[src/sv/vna_pkg.sv]
// ----------------------------------------------------------------------------
// Automaton step package
// Shared widths, register indexes, reset values and the result type.
// ----------------------------------------------------------------------------
package vna_pkg;

    // Default grid limits; the top level takes them as parameters.
    localparam int MAX_ROWS_DEF = 1024;
    localparam int MAX_COLS_DEF = 1024;

    // Configuration port.
    localparam int CFG_INDEX_W = 2;
    localparam int CFG_DATA_W  = 21;
    localparam int CFG_SIZE_W  = 11;
    localparam int COUNT_W     = 21;

    localparam logic [CFG_INDEX_W-1:0] CFG_GRID_ROWS    = 2'd0;
    localparam logic [CFG_INDEX_W-1:0] CFG_GRID_COLS    = 2'd1;
    localparam logic [CFG_INDEX_W-1:0] CFG_INITIAL_LIVE = 2'd2;

    localparam logic [CFG_SIZE_W-1:0] GRID_SIZE_RST = 11'd1024;

    // Stream data widths (fields padded to whole bytes).
    localparam int S_TDATA_W = 8;
    localparam int M_TDATA_W = 48;

    // One result beat.
    typedef struct packed {
        logic               keep_running;
        logic [COUNT_W-1:0] changed_count;
        logic [COUNT_W-1:0] live_count;
        logic               end_of_frame;
        logic               changed;
        logic               new_alive;
    } vna_result_t;

endpackage

[src/sv/vna_ram.sv]
// ----------------------------------------------------------------------------
// Generic RAM
// One write port and one read port with registered read data. A read at the
// address being written returns the old contents.
// ----------------------------------------------------------------------------
module vna_ram #(
    parameter int WIDTH = 2,
    parameter int DEPTH = 1024
) (
    input  logic                             clk,
    input  logic                             we,
    input  logic [(DEPTH>1?$clog2(DEPTH):1)-1:0] waddr,
    input  logic [WIDTH-1:0]                 wdata,
    input  logic                             re,
    input  logic [(DEPTH>1?$clog2(DEPTH):1)-1:0] raddr,
    output logic [WIDTH-1:0]                 rdata
);

    logic [WIDTH-1:0] mem [DEPTH];

    always_ff @(posedge clk)
    begin
        if (we)
        begin
            mem[waddr] <= wdata;
        end
        if (re)
        begin
            rdata <= mem[raddr];
        end
    end

endmodule

[src/sv/vna_out_buf.sv]
// ----------------------------------------------------------------------------
// Result output buffer
// Two-entry buffer that drives the master side, so a new result can be
// pushed while the previous one is still waiting to be taken.
// ----------------------------------------------------------------------------
module vna_out_buf (
    input  logic                clk,
    input  logic                rst_n,
    input  logic                push,
    input  vna_pkg::vna_result_t din,
    output logic                room,
    output logic                valid,
    input  logic                ready,
    output vna_pkg::vna_result_t dout
);

    import vna_pkg::*;

    vna_result_t ent0_reg, ent0_next;
    vna_result_t ent1_reg, ent1_next;
    logic [1:0]  cnt_reg, cnt_next;
    logic        pop;

    assign valid = (cnt_reg != 2'd0);
    assign room  = (cnt_reg != 2'd2);
    assign dout  = ent0_reg;
    assign pop   = valid && ready;

    always_comb
    begin
        ent0_next = ent0_reg;
        ent1_next = ent1_reg;
        cnt_next  = cnt_reg;
        case ({push, pop})
            2'b10:
            begin
                if (cnt_reg == 2'd0)
                begin
                    ent0_next = din;
                end
                else
                begin
                    ent1_next = din;
                end
                cnt_next = cnt_reg + 2'd1;
            end
            2'b01:
            begin
                ent0_next = ent1_reg;
                cnt_next  = cnt_reg - 2'd1;
            end
            2'b11:
            begin
                if (cnt_reg == 2'd1)
                begin
                    ent0_next = din;
                end
                else
                begin
                    ent0_next = ent1_reg;
                    ent1_next = din;
                end
            end
            default:
            begin
                cnt_next = cnt_reg;
            end
        endcase
    end

    always_ff @(posedge clk or negedge rst_n)
    begin
        if (!rst_n)
        begin
            cnt_reg <= 2'd0;
        end
        else
        begin
            cnt_reg <= cnt_next;
        end
    end

    always_ff @(posedge clk)
    begin
        ent0_reg <= ent0_next;
        ent1_reg <= ent1_next;
    end

endmodule

[src/sv/von_neumann_automaton_step.sv]
// ----------------------------------------------------------------------------
// Von Neumann automaton step
// One generation of a binary 2D automaton over a raster stream of cells.
// ----------------------------------------------------------------------------
// The block takes one cell beat per clock cycle while s_tready is high. A
// frame is grid_rows rows of grid_cols cells in raster order followed by
// grid_cols padding beats; the beat after the padding closes the frame and
// restarts it. A cell lives in the next generation when it and its four
// nearest neighbours (outside the grid counts as dead) hold two, four or five
// live cells. The result of a cell is computed when the cell one row below it
// arrives and is pushed into the output buffer when the following input beat
// is accepted, so results trail the input by grid_cols+1 cells; the result of
// the grid's last cell carries tlast, the live and changed totals and the
// keep_running flag. The two previous rows live in one line-buffer RAM of
// MAX_COLS words, read one column ahead of the stream, which sets the rate of
// one cell per cycle. After reset s_tready stays low while the line buffer is
// cleared and while the read-ahead is primed (ST_PRIME0, ST_PRIME1); every
// configuration write after the clear repeats the priming.
// ----------------------------------------------------------------------------
module von_neumann_automaton_step #(
    parameter int MAX_ROWS = vna_pkg::MAX_ROWS_DEF,
    parameter int MAX_COLS = vna_pkg::MAX_COLS_DEF
) (
    input  logic                            clk,
    input  logic                            rst_n,
    // Configuration write port.
    input  logic                            cfg_we,
    input  logic [vna_pkg::CFG_INDEX_W-1:0] cfg_index,
    input  logic [vna_pkg::CFG_DATA_W-1:0]  cfg_wdata,
    // Cell stream in.
    input  logic                            s_tvalid,
    output logic                            s_tready,
    input  logic [vna_pkg::S_TDATA_W-1:0]   s_tdata,  // [0] cell_alive, [7:1] zero
    input  logic                            s_tuser,  // [0] flush
    // Result stream out.
    output logic                            m_tvalid,
    input  logic                            m_tready,
    // [0] new_alive, [1] changed, [22:2] live_count, [43:23] changed_count,
    // [44] keep_running, [47:45] zero
    output logic [vna_pkg::M_TDATA_W-1:0]   m_tdata,
    output logic                            m_tlast   // end_of_frame
);

    import vna_pkg::*;

    // Column address, column count, arithmetic and row position widths.
    localparam int COL_W  = (MAX_COLS > 1) ? $clog2(MAX_COLS) : 1;
    localparam int CNT_W  = $clog2(MAX_COLS + 1);
    localparam int CW     = CNT_W + 1;
    localparam int RPOS_W = $clog2(MAX_ROWS + 2);

    // Sequencer states.
    localparam logic [1:0] ST_CLEAR  = 2'd0;
    localparam logic [1:0] ST_PRIME0 = 2'd1;
    localparam logic [1:0] ST_PRIME1 = 2'd2;
    localparam logic [1:0] ST_RUN    = 2'd3;

    // Configuration registers.
    logic [CFG_SIZE_W-1:0] grid_rows_reg;
    logic [CFG_SIZE_W-1:0] grid_cols_reg;
    logic [COUNT_W-1:0]    init_live_reg;

    // Control and datapath state.
    logic [1:0]        state_reg, state_next;
    logic [COL_W-1:0]  clr_cnt_reg, clr_cnt_next;
    logic [RPOS_W-1:0] row_reg, row_next;
    logic [COL_W-1:0]  col_reg, col_next;
    logic              west_reg, west_next;
    logic [COUNT_W-1:0] live_total_reg, live_total_next;
    logic [COUNT_W-1:0] chg_total_reg, chg_total_next;
    logic              held_valid_reg, held_valid_next;
    logic              held_alive_reg, held_alive_next;
    logic              held_changed_reg, held_changed_next;
    logic              held_last_reg, held_last_next;
    // Line-buffer word of the current column: [1] middle row, [0] upper row.
    logic [1:0]        cur_reg, cur_next;
    // Forwarded word when the read-ahead hit the column being written.
    logic              byp_valid_reg, byp_valid_next;
    logic [1:0]        byp_word_reg, byp_word_next;

    // Line-buffer RAM ports.
    logic              ram_we;
    logic [COL_W-1:0]  ram_waddr;
    logic [1:0]        ram_wdata;
    logic              ram_re;
    logic [COL_W-1:0]  ram_raddr;
    logic [1:0]        ram_rdata;

    // Effective sizes and position arithmetic.
    logic [CFG_SIZE_W-1:0] rows_c;
    logic [CFG_SIZE_W-1:0] cols_c;
    logic [RPOS_W-1:0] rows_eff;
    logic [CW-1:0]     cols_x;
    logic [CW-1:0]     col_x;
    logic [CW-1:0]     col_p1;
    logic [CW-1:0]     col_p2;
    logic [CW-1:0]     ahead_a;
    logic [CW-1:0]     ahead_b;
    logic [CW-1:0]     prime_c;
    logic [CW-1:0]     prime_c1;
    logic [CW-1:0]     col_wrap;
    logic              out_of_frame;
    logic              last_col;
    logic              east_ok;

    // Neighbourhood.
    logic [1:0]        east_word;
    logic              cell_v;
    logic              mid_bit;
    logic [2:0]        nb_sum;
    logic              alive;
    logic [1:0]        wr_word;

    // Handshake and results.
    logic              in_acc;
    logic              buf_room;
    logic              res_push;
    vna_result_t       res_in;
    vna_result_t       res_out;
    logic [22:0]       live_x3;
    logic [22:0]       live_x2;
    logic [22:0]       init_x3;
    logic [22:0]       init_x2;
    logic              stop_run;

    // ------------------------------------------------------------------
    // Configuration writes land directly; unknown indexes are ignored.
    // ------------------------------------------------------------------
    always_ff @(posedge clk or negedge rst_n)
    begin
        if (!rst_n)
        begin
            grid_rows_reg <= GRID_SIZE_RST;
            grid_cols_reg <= GRID_SIZE_RST;
            init_live_reg <= '0;
        end
        else if (cfg_we)
        begin
            case (cfg_index)
                CFG_GRID_ROWS:    grid_rows_reg <= cfg_wdata[CFG_SIZE_W-1:0];
                CFG_GRID_COLS:    grid_cols_reg <= cfg_wdata[CFG_SIZE_W-1:0];
                CFG_INITIAL_LIVE: init_live_reg <= cfg_wdata[COUNT_W-1:0];
                default:          grid_rows_reg <= grid_rows_reg;
            endcase
        end
    end

    // ------------------------------------------------------------------
    // Sizes in use are clamped to 1..MAX. Column arithmetic runs one bit
    // wider than the count so that c+2 never overflows.
    // ------------------------------------------------------------------
    always_comb
    begin
        if (grid_rows_reg == '0)
        begin
            rows_c = CFG_SIZE_W'(1);
        end
        else if (32'(grid_rows_reg) > MAX_ROWS)
        begin
            rows_c = CFG_SIZE_W'(MAX_ROWS);
        end
        else
        begin
            rows_c = grid_rows_reg;
        end

        if (grid_cols_reg == '0)
        begin
            cols_c = CFG_SIZE_W'(1);
        end
        else if (32'(grid_cols_reg) > MAX_COLS)
        begin
            cols_c = CFG_SIZE_W'(MAX_COLS);
        end
        else
        begin
            cols_c = grid_cols_reg;
        end
    end

    assign rows_eff = RPOS_W'(rows_c);
    assign cols_x   = CW'(cols_c);
    assign col_x    = CW'(col_reg);
    assign col_p1   = col_x + CW'(1);
    assign col_p2   = col_x + CW'(2);

    // A position beyond the sizes closes the frame (normal end after the
    // padding row, or sizes shrunk under a running frame).
    assign out_of_frame = (row_reg > rows_eff) || (col_x >= cols_x);
    assign last_col     = (col_p1 >= cols_x);
    assign east_ok      = (col_p1 < cols_x);
    assign col_wrap     = last_col ? '0 : col_p1;

    // Read-ahead address (c+2) mod cols; two steps cover a one-column grid.
    assign ahead_a = (col_p2 >= cols_x) ? (col_p2 - cols_x) : col_p2;
    assign ahead_b = (ahead_a >= cols_x) ? (ahead_a - cols_x) : ahead_a;

    // Priming starts at the column the next accepted cell will use.
    assign prime_c  = out_of_frame ? '0 : col_x;
    assign prime_c1 = ((prime_c + CW'(1)) >= cols_x) ? '0 : (prime_c + CW'(1));

    // ------------------------------------------------------------------
    // Neighbourhood of the cell one row above the incoming one.
    // cur_reg holds its line-buffer word, the RAM output holds the word of
    // the column to its east.
    // ------------------------------------------------------------------
    assign east_word = byp_valid_reg ? byp_word_reg : ram_rdata;
    assign mid_bit   = cur_reg[1];
    // Padding beats and flagged cells count as dead.
    assign cell_v    = (row_reg < rows_eff) ? (s_tdata[0] & ~s_tuser) : 1'b0;
    assign wr_word   = {cell_v, mid_bit};

    always_comb
    begin
        nb_sum = 3'(mid_bit) + 3'(cell_v);
        if (row_reg > RPOS_W'(1))
        begin
            nb_sum = nb_sum + 3'(cur_reg[0]);
        end
        if (col_reg != '0)
        begin
            nb_sum = nb_sum + 3'(west_reg);
        end
        if (east_ok)
        begin
            nb_sum = nb_sum + 3'(east_word[1]);
        end
        alive = nb_sum inside {3'd2, 3'd4, 3'd5};
    end

    assign s_tready = (state_reg == ST_RUN) && buf_room;
    assign in_acc   = s_tvalid && s_tready;

    // ------------------------------------------------------------------
    // Sequencer and per-beat state update.
    // ------------------------------------------------------------------
    always_comb
    begin
        state_next        = state_reg;
        clr_cnt_next      = clr_cnt_reg;
        row_next          = row_reg;
        col_next          = col_reg;
        west_next         = west_reg;
        live_total_next   = live_total_reg;
        chg_total_next    = chg_total_reg;
        held_valid_next   = held_valid_reg;
        held_alive_next   = held_alive_reg;
        held_changed_next = held_changed_reg;
        held_last_next    = held_last_reg;
        cur_next          = cur_reg;
        byp_valid_next    = byp_valid_reg;
        byp_word_next     = byp_word_reg;
        ram_we            = 1'b0;
        ram_waddr         = col_reg;
        ram_wdata         = wr_word;
        ram_re            = 1'b0;
        ram_raddr         = COL_W'(ahead_b);

        case (state_reg)
            ST_CLEAR:
            begin
                // Zero the line buffer, one column per cycle.
                ram_we       = 1'b1;
                ram_waddr    = clr_cnt_reg;
                ram_wdata    = '0;
                clr_cnt_next = clr_cnt_reg + COL_W'(1);
                if (clr_cnt_reg == COL_W'(MAX_COLS - 1))
                begin
                    state_next = ST_PRIME0;
                end
            end
            ST_PRIME0:
            begin
                ram_re     = 1'b1;
                ram_raddr  = COL_W'(prime_c);
                state_next = ST_PRIME1;
            end
            ST_PRIME1:
            begin
                ram_re         = 1'b1;
                ram_raddr      = COL_W'(prime_c1);
                cur_next       = ram_rdata;
                byp_valid_next = 1'b0;
                state_next     = ST_RUN;
            end
            ST_RUN:
            begin
                if (in_acc)
                begin
                    if (out_of_frame)
                    begin
                        // Frame restart; the read-ahead already points at
                        // column zero.
                        row_next        = '0;
                        col_next        = '0;
                        west_next       = 1'b0;
                        live_total_next = '0;
                        chg_total_next  = '0;
                        held_valid_next = 1'b0;
                    end
                    else
                    begin
                        ram_we    = 1'b1;
                        ram_re    = 1'b1;
                        // From the second row on, a result is produced.
                        held_valid_next = (row_reg != '0);
                        if (row_reg != '0)
                        begin
                            held_alive_next   = alive;
                            held_changed_next = alive ^ mid_bit;
                            held_last_next    = (row_reg == rows_eff) && last_col;
                            live_total_next   = live_total_reg + COUNT_W'(alive);
                            chg_total_next    = chg_total_reg + COUNT_W'(alive ^ mid_bit);
                        end
                        west_next = mid_bit;
                        // On a one-column grid the next word is the one
                        // written right now.
                        if (COL_W'(col_wrap) == col_reg)
                        begin
                            cur_next = wr_word;
                        end
                        else
                        begin
                            cur_next = east_word;
                        end
                        // Read-ahead hitting the written column (narrow grids).
                        byp_valid_next = (COL_W'(ahead_b) == col_reg);
                        byp_word_next  = wr_word;
                        col_next = COL_W'(col_wrap);
                        if (last_col)
                        begin
                            row_next = row_reg + RPOS_W'(1);
                        end
                    end
                end
            end
            default:
            begin
                state_next = ST_CLEAR;
            end
        endcase

        // A new configuration may move the wrap point: prime again.
        if (cfg_we && (state_reg != ST_CLEAR))
        begin
            state_next = ST_PRIME0;
        end
    end

    always_ff @(posedge clk or negedge rst_n)
    begin
        if (!rst_n)
        begin
            state_reg      <= ST_CLEAR;
            clr_cnt_reg    <= '0;
            row_reg        <= '0;
            col_reg        <= '0;
            west_reg       <= 1'b0;
            live_total_reg <= '0;
            chg_total_reg  <= '0;
            held_valid_reg <= 1'b0;
            byp_valid_reg  <= 1'b0;
        end
        else
        begin
            state_reg      <= state_next;
            clr_cnt_reg    <= clr_cnt_next;
            row_reg        <= row_next;
            col_reg        <= col_next;
            west_reg       <= west_next;
            live_total_reg <= live_total_next;
            chg_total_reg  <= chg_total_next;
            held_valid_reg <= held_valid_next;
            byp_valid_reg  <= byp_valid_next;
        end
    end

    always_ff @(posedge clk)
    begin
        held_alive_reg   <= held_alive_next;
        held_changed_reg <= held_changed_next;
        held_last_reg    <= held_last_next;
        cur_reg          <= cur_next;
        byp_word_reg     <= byp_word_next;
    end

    vna_ram #(
        .WIDTH (2),
        .DEPTH (MAX_COLS)
    ) u_line_ram (
        .clk   (clk),
        .we    (ram_we),
        .waddr (ram_waddr),
        .wdata (ram_wdata),
        .re    (ram_re),
        .raddr (ram_raddr),
        .rdata (ram_rdata)
    );

    // ------------------------------------------------------------------
    // A held result leaves when the next beat is accepted. The stop test
    // compares 3*live against 2*initial and 2*live against 3*initial
    // exactly, with shift-and-add products.
    // ------------------------------------------------------------------
    assign live_x2 = 23'({live_total_reg, 1'b0});
    assign live_x3 = live_x2 + 23'(live_total_reg);
    assign init_x2 = 23'({init_live_reg, 1'b0});
    assign init_x3 = init_x2 + 23'(init_live_reg);
    assign stop_run = (live_x3 <= init_x2) || (live_x2 > init_x3);

    always_comb
    begin
        res_in.new_alive    = held_alive_reg;
        res_in.changed      = held_changed_reg;
        res_in.end_of_frame = held_last_reg;
        if (held_last_reg)
        begin
            res_in.live_count    = live_total_reg;
            res_in.changed_count = chg_total_reg;
            res_in.keep_running  = ~stop_run;
        end
        else
        begin
            res_in.live_count    = '0;
            res_in.changed_count = '0;
            res_in.keep_running  = 1'b0;
        end
    end

    assign res_push = in_acc && held_valid_reg;

    vna_out_buf u_out_buf (
        .clk   (clk),
        .rst_n (rst_n),
        .push  (res_push),
        .din   (res_in),
        .room  (buf_room),
        .valid (m_tvalid),
        .ready (m_tready),
        .dout  (res_out)
    );

    assign m_tdata = {3'b000, res_out.keep_running, res_out.changed_count,
                      res_out.live_count, res_out.changed, res_out.new_alive};
    assign m_tlast = res_out.end_of_frame;

endmodule

[config.mk]
export PLATFORM = sky130hd
export DESIGN_NAME = von_neumann_automaton_step
export DESIGN_NICKNAME = d
export VERILOG_FILES = /design/src/sv/vna_pkg.sv /design/src/sv/vna_ram.sv /design/src/sv/vna_out_buf.sv /design/src/sv/von_neumann_automaton_step.sv
export SDC_FILE = /design/constraint.sdc
export NUM_CORES = 2
export LEC_CHECK = 0
export BUFFER_PORTS_ARGS = -buffer_cell sky130_fd_sc_hd__clkbuf_2
export CAP_MARGIN = 20
export CORE_MARGIN = 2
export CORE_UTILIZATION = 30
export DETAILED_ROUTE_END_ITERATION = 10
export SKIP_LAST_GASP = 1
export SYNTH_ARGS = -nofsm -noshare
export SYNTH_HDL_FRONTEND = slang
export SYNTH_HIERARCHICAL = 1
export SYNTH_SLANG_ARGS = --single-unit
[constraint.sdc]
create_clock -name clk -period 30.8 [get_ports clk]
set_clock_uncertainty 0.2 [all_clocks]
set_input_delay 1.54 -clock clk [delete_from_list [all_inputs] [get_ports clk]]
set_output_delay 1.54 -clock clk [all_outputs]
set_load 0.05 [all_outputs]
==> parameters.txt <==
Parameter                              Value

Worst setup path
  Critical Path Source Type ... flop
  CP Data Arrival Time ... ~13 ns
  Worst-path fanout max ... between 50 and 60
  Required time of the critical path ... slightly above 30 ns
  Nature of the critical path endpoint ... flop
  Reg2reg path depth ... 30
  Top cell by count, worst path ... sky130_fd_sc_hd__buf_4
  Largest stage delay on the critical path ... about 0.77 ns
  R2R Path End ... u_line_ram/rdata[1]$_DFFE_PP_
  Cell with the biggest individual delay on the critical path ... sky130_fd_sc_hd__buf_4
  Critical register-to-register path startpoint ... col_reg[2]$_DFFE_PN0P_
  Critical path type ... reg2reg
  Worst reg2reg setup slack ... about 18 ns

Power and ir drop
  IR Drop Worst-Case VDD ... 0.145 mV
  Leakage power summed over all cells ... 36.6 nW
  Pwr/cell area ... 108 nW/um2

Logic synthesis
  Most instantiated library cell after synthesis ... sky130_fd_sc_hd__edfxtp_1
  Count of flip-flops with a built-in enable after synthesis ... around 2,100
  Number of distinct library cells after synthesis ... 93
  Cell taking the most area after synthesis ... sky130_fd_sc_hd__edfxtp_1
  Netlist Area Pre-Place ... ~100,000 um2
  Synthesized flop and latch total ... between 2,000 and 2,500
  Share of synthesized flip-flops with an asynchronous set or reset ... approximately 5.4%
  Leading post-synthesis cells by cell area ... sky130_fd_sc_hd__edfxtp_1 (64%), sky130_fd_sc_hd__mux4_2 (10%), sky130_fd_sc_hd__nor2_1 (4.4%)
  Cell types with the highest counts after synthesis ... sky130_fd_sc_hd__edfxtp_1 (2,149), sky130_fd_sc_hd__nor2_1 (1,176), sky130_fd_sc_hd__mux4_2 (449), sky130_fd_sc_hd__clkbuf_1 (287), sky130_fd_sc_hd__mux2i_1 (216)
  Gate count of the mapped netlist ... 6,509
  Proportion of netlist area held by the largest area contributor ... between 60% and 70%
  Portion of the post-synthesis area used by sequential elements ... 67.2%
  Commonest register cell after synthesis ... sky130_fd_sc_hd__edfxtp_1
  Synth Warn # ... 6
  Mean cell area of the mapped netlist ... roughly 15 um2

Global route
  Final global-route overflow total ... 0
  Pin count of the biggest net entering global routing ... roughly 250
  Initial antenna violation count ... 11
  Number of global-route vias before repair ... a little under 60,000
  Overall routing resource usage ... between 15 and 20%
  First-pass GRT wire length ... approximately 400,000 um

Floorplan
  IO Pins ... 88
  Chip height ... between 500 and 600 um
  Die area ... about 340,000 um2
  Initial core utilization ... around 30%
  Chip width ... ~580 um
  Total number of placement rows ... 212
  CORE AREA ... 334,000 um2

Place
  Number of placed instances, taps included ... ~11,000
  Detailed Place HPWL ... around 160,000 um
  Final weighted congestion in routability-driven placement ... 0.832
  Port buffer count ... just under 80

Min path
  Count of cells along the worst hold path ... 1
  HP Class ... reg2reg
  Critical hold path startpoint ... chg_total_reg[20]$_DFFE_PN0P_
  Destination of the worst hold path ... chg_total_reg[20]$_DFFE_PN0P_

Clock tree
  Clock tree from TritonCTS ... built
  Clock latency at the later pin of the worst-skew pair ... between 0.9 and 1 ns
  TritonCTS sink count ... about 2,300
  Number of CTS-inserted buffers ... approximately 230
  Count of buffers added by post-CTS timing repair for setup ... 0
  Number of H-tree levels ... 4
  Root buffer selected by CTS ... sky130_fd_sc_hd__clkbuf_16
  Worst-case clock buffer depth ... 4
  Clk pin slew, worst setup/hold paths ... 0.06 ns
  Number of buffers inserted by hold repair at cts ... 0
  Gates resized, CTS repair ... 0

Detailed routing
  Vias ... between 50,000 and 60,000
  WL final ... 274,000 um
  Number of nets still failing antenna checks after routing ... 0
  DRC violation count after routing ... 0
  Starting DRC count in detailed routing ... around 7,000
  Avg WL per Cell ... 24.7 um
  Vias per inst ... between 5 and 6
  Total iterations of the first detailed-routing run ... 6

STA
  Final period util ... between 40% and 50%
  FMAX ... a little under 80 MHz
  Final Critical Period ... around 13 ns
  Slew @ Worst Pin ... about 1.5 ns
  Accumulated negative setup slack ... 0 ns
  Fin. max-slew vios ... 0
  Final count of negative-setup-slack endpoints ... 0
  Final Hold Viols ... 0
  Tightest slew margin relative to the limit ... between 2 and 2.5%
  Setup repair after global routing missed its margin ... no

Layout
  Flip-flop count of the largest register after layout ... 2,048
  Ratio of cells with drive above 1 in the final layout ... about 18%
  Area added between synthesis and finish ... 13.1%
  End-of-flow core utilization ... 34.1%
  Post-route non-filler standard cell count ... about 11,000
  Number of nets in the layout ... between 6,000 and 7,000

Outcome
  Result of the run ... finished clean

Flow run
  Max Cap Viol ... 0
[worst max-delay path by stage]
stage                                  startpoint                              to  cells after the start
finish                     col_reg[2]$_DFFE_PN0P_   u_line_ram/rdata[1]$_DFFE_PP_                     30
global route               col_reg[2]$_DFFE_PN0P_   u_line_ram/rdata[1]$_DFFE_PP_                     32
global placement           col_reg[2]$_DFFE_PN0P_   u_line_ram/rdata[1]$_DFFE_PP_                     31
detailed placement         col_reg[2]$_DFFE_PN0P_   u_line_ram/rdata[1]$_DFFE_PP_                     30
floorplan           grid_rows_reg[10]$_DFFE_PN1P_  u_line_ram/mem[0][1]$_DFFE_PP_                     11
CTS                        col_reg[2]$_DFFE_PN0P_   u_line_ram/rdata[1]$_DFFE_PP_                     30
[critical path: cells and delay by family (launching register included)]
family	cells	cell delay, ns
muxes	2	0.92
AOI/OAI and AO/OA	8	2.03
buffers and inverters	4	2.78
xor gates and xnor gates	1	0.31
and+or+nand+nor	11	3.71
DFF	1	0.74
adders and majority gates	4	1.39
[cell type report]
| cell class | instances | area [um2] |
|---|---|---|
| well taps | 4387 | 5490 |
| repair buffers | 231 | 2150 |
| clock buffers | 274 | 6020 |
| inverters | 83 | 315 |
| multi-input cells | 3689 | 30800 |
| clock inverters | 139 | 1390 |
| diodes | 7 | 17.5 |
| flip-flops and latches | 2272 | 67600 |
| fillers | 31800 | 220000 |
[routing by layer]
metal  share of wire [%]  track usage [%]
met1                  40             21.0
met2                  49             26.5
met3                 7.9             2.40
met4                 3.1             4.55
met5               0.015                0
[power by group]
| group | internal (mW) | total (mW) | switching, mW | leakage, nW |
|---|---|---|---|---|
| clock network | 1.60 | 2.77 | 1.17 | 3.63 |
| registers | 3.68 | 3.73 | 0.0467 | 21.2 |
| logic | 2.30 | 5.83 | 3.53 | 11.7 |
| total | 7.58 | 12.3 | 4.74 | 36.6 |
[layout by cell type (no fill, tap or decap), types with 22 or more instances in the layout]
cell type | Yosys | layout
sky130_fd_sc_hd__clkbuf_16 | 0 | 234
sky130_fd_sc_hd__clkinv_2 | 0 | 51
sky130_fd_sc_hd__clkbuf_2 | 0 | 76
sky130_fd_sc_hd__a21o_1 | 33 | 33
sky130_fd_sc_hd__nor3_1 | 69 | 68
sky130_fd_sc_hd__mux4_2 | 449 | 449
sky130_fd_sc_hd__mux2i_1 | 216 | 216
sky130_fd_sc_hd__nand2_1 | 211 | 205
sky130_fd_sc_hd__nand2b_1 | 25 | 24
sky130_fd_sc_hd__a221o_1 | 48 | 48
sky130_fd_sc_hd__o21ai_0 | 156 | 154
sky130_fd_sc_hd__a21oi_1 | 155 | 149
sky130_fd_sc_hd__inv_1 | 78 | 77
sky130_fd_sc_hd__mux2_4 | 40 | 40
sky130_fd_sc_hd__nor2b_1 | 33 | 27
sky130_fd_sc_hd__nand3_4 | 0 | 24
sky130_fd_sc_hd__ha_1 | 181 | 180
sky130_fd_sc_hd__a31oi_1 | 22 | 22
sky130_fd_sc_hd__edfxtp_1 | 2149 | 2149
sky130_fd_sc_hd__nand4_1 | 33 | 33
sky130_fd_sc_hd__buf_16 | 0 | 25
sky130_fd_sc_hd__clkbuf_1 | 287 | 39
sky130_fd_sc_hd__xnor2_1 | 60 | 60
sky130_fd_sc_hd__o21a_1 | 25 | 24
sky130_fd_sc_hd__xor2_1 | 44 | 44
sky130_fd_sc_hd__a22o_1 | 26 | 26
sky130_fd_sc_hd__buf_4 | 34 | 119
sky130_fd_sc_hd__nand3_1 | 78 | 54
sky130_fd_sc_hd__dfrtp_1 | 121 | 121
sky130_fd_sc_hd__o22ai_1 | 47 | 47
sky130_fd_sc_hd__nor2_1 | 1176 | 1169
sky130_fd_sc_hd__a22oi_1 | 48 | 48
sky130_fd_sc_hd__and3_1 | 33 | 33
sky130_fd_sc_hd__bufinv_16 | 0 | 25
sky130_fd_sc_hd__a221oi_1 | 24 | 24
sky130_fd_sc_hd__and2_1 | 103 | 102
sky130_fd_sc_hd__o221ai_1 | 85 | 85
sky130_fd_sc_hd__clkinv_1 | 4 | 52
sky130_fd_sc_hd__mux2_2 | 67 | 67
[logic make-up (layout without fill, tap and decap cells)]
logic type | count (synthesis) | after routing | share of synthesized area [%]
adder cells (fa/ha/maj) | 186 | 186 | 2.35
other | 1 | 10 | 0.00373
multiplexers | 774 | 774 | 13.6
AND/OR/NAND/NOR | 1849 | 1849 | 7.97
buffers and inverters | 550 | 727 | 2.72
AO/OA/AOI/OAI | 772 | 772 | 5.29
flip-flops | 2272 | 2272 | 67.2
XOR/XNOR | 105 | 105 | 0.927
[stage by stage]
stage / setup slack (ns) / cell area (um2) / hold WS [ns] / power, mW
after CTS: 18.23 / 113000 / 0.281 / 12.4
after detailed placement: 18.19 / 106000 / 0.268 / 9.61
after global routing: 17.58 / 114000 / 0.301 / 12.8
final: 18.14 / 114000 / 0.281 / 12.3
after floorplan: 0.209 / 101000 / 0.239 / 8.31
after global placement: 18.19 / 106000 / 0.265 / 9.55
No activity file was read; power rests on OpenSTA's default activity.
